**src/hdl/frtm_pkg.sv**
```systemverilog
// Shared constants for the frame rate and throughput meter.
// Used by the channel interfaces, the divider and the top level.
package frtm_pkg;

  localparam int WINDOW     = 16;
  localparam int RING_IDX_W = $clog2(WINDOW);
  localparam int FILL_W     = $clog2(WINDOW + 1);

  localparam int STAMP_W = 48;
  localparam int BYTES_W = 16;
  localparam int TPS_W   = 30;
  localparam int RATE_W  = 32;
  localparam int TOTAL_W = 32;
  localparam int FRAC_W  = 8;

  localparam logic [TPS_W-1:0] TPS_RESET = 30'd1000000;

  // Widest dividend is byte_total * ticks_per_second; widest divisor is gap * 4.
  localparam int DIV_NUM_W = TOTAL_W + TPS_W;
  localparam int DIV_DEN_W = STAMP_W + 2;
  localparam int DIV_CNT_W = $clog2(DIV_NUM_W);

  localparam int SPAN_PROD_W = RING_IDX_W + TPS_W;

endpackage

```
**src/hdl/frtm_div.sv**
```systemverilog
// Radix-2 restoring divider with a quotient that saturates at 32 bits.
// Depends on frtm_pkg for the operand widths; one dividend bit per cycle.
module frtm_div (
  input  logic                             clk,
  input  logic                             rst,
  input  logic                             start,
  input  logic [frtm_pkg::DIV_NUM_W-1:0]   num,
  input  logic [frtm_pkg::DIV_DEN_W-1:0]   den,
  output logic                             done,
  output logic [frtm_pkg::RATE_W-1:0]      quo
);

  logic                             busy;
  logic [frtm_pkg::DIV_CNT_W-1:0]   cnt;
  logic [frtm_pkg::DIV_NUM_W-1:0]   num_sh;
  logic [frtm_pkg::DIV_DEN_W-1:0]   rem;
  logic [frtm_pkg::RATE_W-1:0]      q;
  logic                             ovf;

  logic [frtm_pkg::DIV_DEN_W:0]     trial;
  logic [frtm_pkg::DIV_DEN_W:0]     diff;
  logic                             fits;

  assign trial = {rem, num_sh[frtm_pkg::DIV_NUM_W-1]};
  assign fits  = trial >= {1'b0, den};
  assign diff  = trial - {1'b0, den};

  always_ff @(posedge clk) begin
    if (rst) begin
      busy <= 1'b0;
      done <= 1'b0;
      cnt  <= '0;
    end else begin
      done <= 1'b0;
      if (start) begin
        busy <= 1'b1;
        cnt  <= frtm_pkg::DIV_CNT_W'(frtm_pkg::DIV_NUM_W - 1);
      end else if (busy) begin
        if (cnt == '0) begin
          busy <= 1'b0;
          done <= 1'b1;
        end else begin
          cnt <= cnt - 1'b1;
        end
      end
    end
  end

  // Any quotient bit that falls off the top of q means the result saturates.
  always_ff @(posedge clk) begin
    if (start) begin
      num_sh <= num;
      rem    <= '0;
      q      <= '0;
      ovf    <= 1'b0;
    end else if (busy) begin
      num_sh <= {num_sh[frtm_pkg::DIV_NUM_W-2:0], 1'b0};
      rem    <= fits ? diff[frtm_pkg::DIV_DEN_W-1:0] : trial[frtm_pkg::DIV_DEN_W-1:0];
      q      <= {q[frtm_pkg::RATE_W-2:0], fits};
      ovf    <= ovf | q[frtm_pkg::RATE_W-1];
    end
  end

  assign quo = ovf ? {frtm_pkg::RATE_W{1'b1}} : q;

endmodule

```
**config.mk**
```make
export PLATFORM = sky130hd
export DESIGN_NAME = frtm_div
export DESIGN_NICKNAME = d
export VERILOG_FILES = /design/src/hdl/frtm_pkg.sv /design/src/hdl/frtm_div.sv
export SDC_FILE = /design/constraint.sdc
export NUM_CORES = 1
export LEC_CHECK = 0
export BUFFER_PORTS_ARGS = -buffer_cell sky130_fd_sc_hd__buf_2
export CAP_MARGIN = 25
export CORE_ASPECT_RATIO = 2
export CORE_MARGIN = 2
export CORE_UTILIZATION = 40
export DETAILED_ROUTE_END_ITERATION = 7
export GPL_ROUTABILITY_DRIVEN = 0
export SLEW_MARGIN = 20
export SYNTH_ARGS = -nofsm -noshare
export SYNTH_HDL_FRONTEND = slang
export SYNTH_SLANG_ARGS = --single-unit
export TNS_END_PERCENT = 1
```
**constraint.sdc**
```tcl
create_clock -name clk -period 5.4 [get_ports clk]
set_input_delay 0.27 -clock clk [delete_from_list [all_inputs] [get_ports clk]]
set_output_delay 0.27 -clock clk [all_outputs]
set_load 0.02 [all_outputs]
```
Yosys cells after proc, flatten, opt, wreduce, memory -nomap -nowiden
Cells that the tools add are included.
- register bits: 153
- bits of input ports: 115
- word-level logic and storage cells: 32
- add/subtract/negate cells: 2
- order comparisons: 1
- equality and inequality tests: 1
- muxes and demuxes: 11
- bitwise logic cells: 3
- reductions and logical operators: 6
- operators by type and width (operator ; count):
    $mux W62 ; 2
    $ge A51 B50 Y1 ; 1
    $mux W50 ; 1
    $sub A50 B50 Y50 ; 1
    $mux W32 ; 1
    $mux W6 ; 3
    $logic_not A6 Y1 ; 1
    $sub A6 B1 Y6 const B ; 1
    $mux W1 ; 4
    $reduce_and A2 Y1 ; 2
    $reduce_or A3 Y1 ; 1
    $ne A2 B2 Y1 const B ; 1
    $not A1 Y1 ; 2
    $reduce_bool A2 Y1 ; 1
    $reduce_or A2 Y1 ; 1
    $or A1 B1 Y1 ; 1

Longest topological paths before layout
Gate-level depths: netlist (run 1).
- word-level depth: 4
- depth in mapped cells: 15
- depth with buffers taken out: 14

Worst setup path after synthesis (run 1)
Ideal clock, no wire load.
- kind: reg-to-reg
- start point: register num_sh[61] (netlist bit)
- end point: register rem[46] (netlist bit)
- data arrival time: 2946 ps
- required time: 5314 ps
- slack: 2368 ps
- cell stages (with the launch flop): 15
- buffers on the path: 0
- path through: edfxtp_1 -> inv_1 -> ha_1 -> inv_1 -> fa_1 -> a21oi_1 -> o22ai_1 -> o21ai_0 -> a211oi_1 -> nor3b_2 -> nor2_1 -> a41oi_1 -> nor4_1 -> mux2_2 -> a211oi_1
- longest elaborated chain between the ends: 2
- elaborated cells on any way between the ends: 3
- classes of those cells: add/sub: 1; order compare: 1; mux: 1
- RTL lines (what ; RTL line ; RTL):
    start: declaration ; frtm_div.sv:15 ; logic [frtm_pkg::DIV_NUM_W-1:0] num_sh;
    start signal: assignment ; frtm_div.sv:52 ; num_sh <= num;
    start signal: assignment ; frtm_div.sv:57 ; num_sh <= {num_sh[frtm_pkg::DIV_NUM_W-2:0], 1'b0};
    $sub A50 B50 Y50 / $ge A51 B50 Y1 (equally long branches) ; frtm_div.sv:26, frtm_div.sv:25 ;
    $mux W50 * ; frtm_div.sv:58 ; rem <= fits ? diff[frtm_pkg::DIV_DEN_W-1:0] : trial[frtm_pkg::DIV_DEN_W-1:0];
    end signal: assignment ; frtm_div.sv:58 ;
    end: declaration ; frtm_div.sv:16 ; logic [frtm_pkg::DIV_DEN_W-1:0] rem;
Every way passes the cells marked *; elsewhere a longest branch is shown, timed or not.
A chain may end at the register's enable or synchronous reset.

Worst setup path in the final report (run 1)
- start point: register rem[0] (netlist bit)
- end point: register rem[2] (netlist bit)
- longest elaborated chain between the ends: 2
- elaborated cells on any way between the ends: 3
- classes of those cells: add/sub: 1; order compare: 1; mux: 1
- RTL lines (what ; RTL line):
    $sub A50 B50 Y50 / $ge A51 B50 Y1 (equally long branches) ; frtm_div.sv:26, frtm_div.sv:25
    $mux W50 * ; frtm_div.sv:58
Marked as above.

==> results of run 1 <==
[cell usage in the layout (no fill, tap or decap), drive strengths merged, types with 3 or more instances in the layout]
cell type,instances
a31oi,6
ha,52
and3,3
o41ai,4
nor3b,3
a211o,3
xor2,18
buf,154
nor2,151
a41oi,3
mux2,67
nor2b,3
a211oi,49
a21oi,84
or2,34
nand2,45
nand2b,11
a2111o,3
a31o,3
mux2i,46
a21o,12
nor3,9
inv,74
xnor2,26
a2111oi,3
o21bai,9
clkinvlp,6
nand3,14
o21ai,30
edfxtp,62
o21a,8
o31ai,4
nor4,8
clkbuf,18
dfxtp,91
nand4,12
a21boi,5
[metal layers]
metal | track usage | part of all wire | vias up
met1 | 0.230 | 0.47 | 3605
met5 | 0 | 0.00033 | -
met4 | 0.0480 | 0.015 | 2
met2 | 0.274 | 0.47 | 170
met3 | 0.0423 | 0.043 | 24
li1 | - | - | 3943
[cell usage after synthesis, types with 7 or more instances]
cell        n  area (µm²)
mux2_2     66         743
nand3_1    14        70.1
nand2_1    45         169
ha_1       52         651
clkbuf_1   34         128
inv_1      69         259
xnor2_1    26         228
buf_1       7        26.3
a211oi_1   47         353
o21bai_1    9        67.6
xor2_1     18         158
nand2b_1   11        68.8
edfxtp_1   62        1860
buf_2      11        55.1
o21a_1      7        52.6
nand4_1    12        75.1
a21o_1     12        90.1
nor2_1    151         567
dfxtp_1    91        1820
or2_2      34         213
nor4_1      7        43.8
a21oi_1    81         405
nor3_1      9        45.0
o21ai_0    28         140
mux2i_1    46         460
[cell type report]
cell class	count	share of cell area
timing repair buffer	154	0.0720
clock inverter	13	0.00878
multi-input combinational	759	0.488
tap	287	0.0327
sequential	153	0.336
clock buffer	18	0.0391
inverter	69	0.0236
[path summary, 6_finish.rpt]
kind / startpoint / endpoint / slack [ns] / cells after the start
setup / recovery: rem[0] / rem[2] / 1.48 / 12
hold / removal: rst / busy / 0.1 / 2
setup reg to reg: rem[0] / rem[2] / 1.48 / 12
hold reg to reg: rem[35] / rem[35] / 0.50 / 2
[sequential cells by signal, indices dropped and copies added, names as in the netlist]
register  cells
busy          1
num_sh       62
ovf           1
done          1
q            32
cnt           6
rem          50
[stage by stage]
| step | util | power (W) |
|---|---|---|
| after floorplan | - | 0.00196 |
| after global placement | 0.442 | 0.00212 |
| after detailed placement | 0.442 | 0.00214 |
| after CTS | 0.465 | 0.00324 |
| after global routing | 0.465 | 0.00339 |
| final | 0.465 | 0.00319 |
[critical path, cell delays in order (launching register included)]
cell      delay [ns]
dfxtp_1         0.40
ha_1            0.28
nor2b_1         0.15
o31ai_2         0.35
a211oi_2        0.14
o21a_2          0.28
a21oi_2         0.34
o31ai_4         0.16
a41oi_4         0.78
buf_4           0.34
mux2_2          0.35
mux2i_1         0.14
nor2_1          0.05
[cells by family (layout without fill, tap and decap cells)]
family                     after synthesis  after routing
and+or+nand+nor                        304            304
AOI/OAI and AO/OA                      245            245
muxes                                  113            113
buffers and inverters                  128            254
adders and majority gates               53             53
DFF                                    153            153
xor gates and xnor gates                44             44
[power groups by stage]
stage                     combinational (W)  sequential [W]  clock [W]
after floorplan                    0.000603         0.00136          0
after global placement             0.000741         0.00138          0
after detailed placement           0.000752         0.00138          0
after CTS                          0.000757         0.00136    0.00112
after global routing               0.000850         0.00137    0.00117
final                              0.000754         0.00136    0.00108
==> results_dict.tcl, run 1 <==
set metrics [dict create \
    yosys.area_share.simple 0.148 \
    ant_nets 0 \
    status "finished clean" \
    worst_pin_slew_ns 0.893 \
    ys_types 74 \
    crit_path_end_kind "flop" \
    drv_slew 0 \
    synth_xor_xnor_area_share 0.0403 \
    synthMuxAreaShare 0.127 \
    ys.warnings.count 0 \
    grt_max_degree 71 \
    hold_buffers 0 \
    fin_crit_ns 3.92 \
    min_path_type "in -> reg" \
    io_pins 148 \
    drtIter0Drc 386 \
    clockBufferDepth 2 \
    port_buffers 147 \
    arrival_ns 4.23 \
    register_area_um2 3690 \
    multi_input_area_um2 5350 \
    num_rows 80 \
    ys_seq_area_frac 0.386 \
    grt-ovfl-total 0 \
    areaGrowthSynthToFinish_pct 14.9 \
    p_int_w 0.00222 \
    antenna_found_initial 1 \
    root_buffer "clkbuf_16" \
    viasPerCell 5.33 \
    p_sw_frac 0.304 \
    path_clk_slew_ns 0.06 \
    routedWlPerCell_um 14.6 \
    dpl_cell_area_um2 10500 \
    syn_nets 1208 \
    drive_gt1_frac 0.256 \
    num_antenna_cells 0 \
    critical_path_class "reg -> reg" \
    finalSetupTns_ns 0 \
    synth-compound-area-share 0.174 \
    p_sw_w 0.000971 \
    crit_path_max_fanout 23 \
    die_y_um 223 \
    synthesis.area_um2 9550 \
    worst_ep_required_time_ns 5.71 \
    cts_setup_buffers 0 \
    final_cell_area_um2 11000 \
    coreArea_um2 23600 \
    htreeDepth 4 \
    powerDensity_nw_per_um2 291 \
    grt_pass1_wl_um 35600 \
    worst_hold_slack_ns 0.0965 \
    finalClockSkew_ns 0.00883 \
    synth_top_family_by_area "compound AO/OA/AOI/OAI gates" \
    final_nets 1322 \
    async_flop_share 0 \
    synth_fa_ha_area_frac 0.0702 \
    startpoint_type "flop" \
    dp_slack_ns 1.47 \
    synth_edf_count 62 \
    rsz0062_at_grt "false" \
    dr.pass1.iters 5 \
    place_hpwl_um 15400 \
    hold_violations 0 \
    clock-sinks 153 \
    layout_setup_ws_ns 1.48 \
    fmax_mhz 255 \
    fin_cells 1453 \
    syn_area_per_cell_um2 9.19 \
    num_vias 7744 \
    grt_usage 0.171 \
    ys.flop_type "dfxtp_1" \
    start_util 0.404 \
    setup_violations 0 \
    dpl.cell_count 1422 \
    maxSlewHeadroom 0.403 \
    finalCritPeriodShare 0.726 \
    wirelength_um 21200 \
    cts_buffers 17 \
    ir_drop_v 0.000201 \
    clkLatencyLatePin_ns 0.44 \
    power.share.sequential 0.425 \
    synth_seq_cells 153 \
    syn_inst 1040 \
    die_area_um2 25200 \
    p_leak_nw 4.88 \
    combPwrFrac 0.236 \
    first_global_vias 7410 \
    dieWidth_um 113 \
    drc 0 \
    n_fill_cell 2330 \
    cts_resized 0 \
    drv_cap 0 \
    p_clk_frac 0.338 \
    tritoncts "done" \
]
Power figures use the tool's default switching activity.
==> run 2, diff against run 1 <==
- ABC_AREA: not set -> 1
- clock period: 5.4 -> 3.6 ns (I/O delays scaled with it)
==> run 2 against run 1 <==
Critical path type unchanged; non-clock buffer count grew 26; worst setup slack got worse by 0.82 ns; largest cell class unchanged; highest routed layer is now met4; critical path depth shrank 1; flip-flop and latch count did not move; sequential power grew 42%; clock power up 64%; via count rose by 31%.
==> results_dict.tcl, run 2 <==
set metrics [dict create \
    dpl.cell_count 2099 \
    die_y_um 234 \
    cts_setup_buffers 0 \
    wirelength_um 28500 \
    ys_seq_area_frac 0.349 \
    p_leak_nw 6.82 \
    ys.flop_type "dfxtp_1" \
    grt_util_met2 0.346 \
    critical_path_class "reg -> reg" \
    use_met1 0.272 \
    min_path_type "in -> reg" \
    path_clk_slew_ns 0.07 \
    grt_usage 0.210 \
    final_nets 1967 \
    root_buffer "clkbuf_16" \
    viasPerCell 4.71 \
    status "finished clean" \
    drc 0 \
    layout_commonest_cell "nand2_1" \
    num_rows 84 \
    finalClockSkew_ns 0.00845 \
    areaGrowthSynthToFinish_pct 17.8 \
    yosysTopAreaCellShare 0.241 \
    clockBufferDepth 2 \
    synthTopCellsByCount "nand2_1 (678), inv_1 (279), nor2_1 (127)" \
    crit_path_end_kind "flop" \
    die_area_um2 27800 \
    startpoint_type "flop" \
    p_clk_frac 0.426 \
    ir_drop_v 0.000306 \
    finalCritPeriodShare 0.818 \
    grt_pass1_wl_um 47100 \
    layout_setup_ws_ns 0.657 \
    reg_top3 "num_sh (62), rem (50), q (32)" \
    finalSetupTns_ns 0 \
    fin_cells 2156 \
    num_antenna_cells 0 \
    worst_ep_required_time_ns 3.93 \
    ant_nets 0 \
    routedWlPerCell_um 13.2 \
    maxSlewHeadroom 0.382 \
    fin_crit_ns 2.94 \
    dieWidth_um 119 \
    largest_reg_flops 62 \
    cts_resized 0 \
    synth_most_common_cell "nand2_1" \
    synthesis.area_um2 10500 \
    drtIter0Drc 585 \
    p_sw_w 0.00110 \
    rsz0062_at_grt "false" \
    ys_types 39 \
    worst_pin_slew_ns 0.927 \
    cts_buffers 17 \
    drv_slew 0 \
    crit_path_max_fanout 57 \
    arrival_ns 3.27 \
    syn_area_per_cell_um2 6.42 \
    tritoncts "done" \
    coreArea_um2 26100 \
    n_fill_cell 2859 \
    clkLatencyLatePin_ns 0.44 \
    hold_buffers 24 \
    drive_gt1_frac 0.111 \
    grt-ovfl-total 0 \
    dr.pass1.iters 5 \
    start_util 0.405 \
    htreeDepth 4 \
    place_hpwl_um 21500 \
    combPwrFrac 0.109 \
    grt_busiest_layer "met2" \
    grt_use_met3 0.0364 \
    fmax_mhz 340 \
    hold_path_depth 3 \
    mostFrequentLayoutCells "nand2_1 (678), inv_1 (277), buf_2 (147)" \
    largest_register "num_sh" \
    hold_violations 0 \
    antenna_found_initial 0 \
    ys.warnings.count 0 \
    total_power_w 0.00415 \
    synth_largest_area_cell "nand2_1" \
    drv_cap 0 \
    async_flop_share 0 \
    synth_edf_count 62 \
    powerDensity_nw_per_um2 334 \
    p_sw_frac 0.266 \
    power.share.sequential 0.466 \
    synth_area_leaders "nand2_1 (24%), edfxtp_1 (18%), dfxtp_1 (17%), inv_1 (9.9%), ha_1 (6.2%)" \
    grt_max_degree 68 \
    clock-sinks 153 \
    synth_seq_cells 153 \
    io_pins 148 \
    syn_inst 1642 \
    port_buffers 147 \
    r2r_cells 11 \
    setup_violations 0 \
    first_global_vias 9645 \
    num_vias 10200 \
    syn_nets 1810 \
    dp_slack_ns 0.599 \
    p_int_w 0.00305 \
]
run 2: logic make-up after synthesis:
kind of cell,share of synthesized area
and+or+nand+nor,0.360
buffers and inverters,0.120
DFF,0.349
AOI/OAI and AO/OA,0.0816
adders and majority gates,0.0636
xor gates and xnor gates,0.0249
run 2: power groups by stage:
stage | logic, W | clock network, W | registers [W]
global route | 0.000515 | 0.00188 | 0.00194
detailed placement | 0.000431 | 0 | 0.00197
finish | 0.000451 | 0.00177 | 0.00193
global placement | 0.000431 | 0 | 0.00197
floorplan | 0.000283 | 0 | 0.00196
CTS | 0.000454 | 0.00182 | 0.00193
run 2: path summary, 6_finish.rpt:
check           from        end  slack (ns)
max           rem[7]     rem[2]        0.66
min           num[2]  num_sh[2]        0.02
max reg2reg   rem[7]     rem[2]        0.66
min reg2reg  rem[37]    rem[37]        0.47
run 2: area by class of cell:
type,count,area [µm²],area share
multi-input cells,1167,5610,0.451
flip-flops and latches,153,3680,0.297
repair buffers,180,1080,0.0866
inverters,280,1050,0.0847
well taps,344,430,0.0347
clock buffers,18,429,0.0346
clock inverters,14,141,0.0114
run 2: critical path, stage by stage (launching register included):
cell	delay, ns
dfxtp_1	0.33
ha_1	0.36
nand2_1	0.13
nor2_1	0.19
nand2_1	0.10
nor4_1	0.33
nand3_2	0.24
nand3_4	0.54
buf_4	0.35
o21ai_1	0.10
o211ai_1	0.08
nand2_1	0.06
run 2: metrics by stage:
stage | utilization | hold slack [ns] | cell area, µm²
after CTS | 0.475 | 0.0000198 | 12400
final | 0.477 | 0.0205 | 12400
after global placement | 0.444 | 0.419 | 11600
after floorplan | - | 0.249 | 10500
after detailed placement | 0.444 | 0.418 | 11600
after global routing | 0.477 | 0.0135 | 12400
run 2: routing by layer:
| metal | routed length (µm) | up-vias | part of all wire |
|---|---|---|---|
| li1 | - | 5414 | - |
| met1 | 12900 | 4451 | 0.45 |
| met2 | 13400 | 233 | 0.47 |
| met3 | 1390 | 59 | 0.049 |
| met4 | 896 | 0 | 0.031 |
| met5 | 0 | - | 0 |
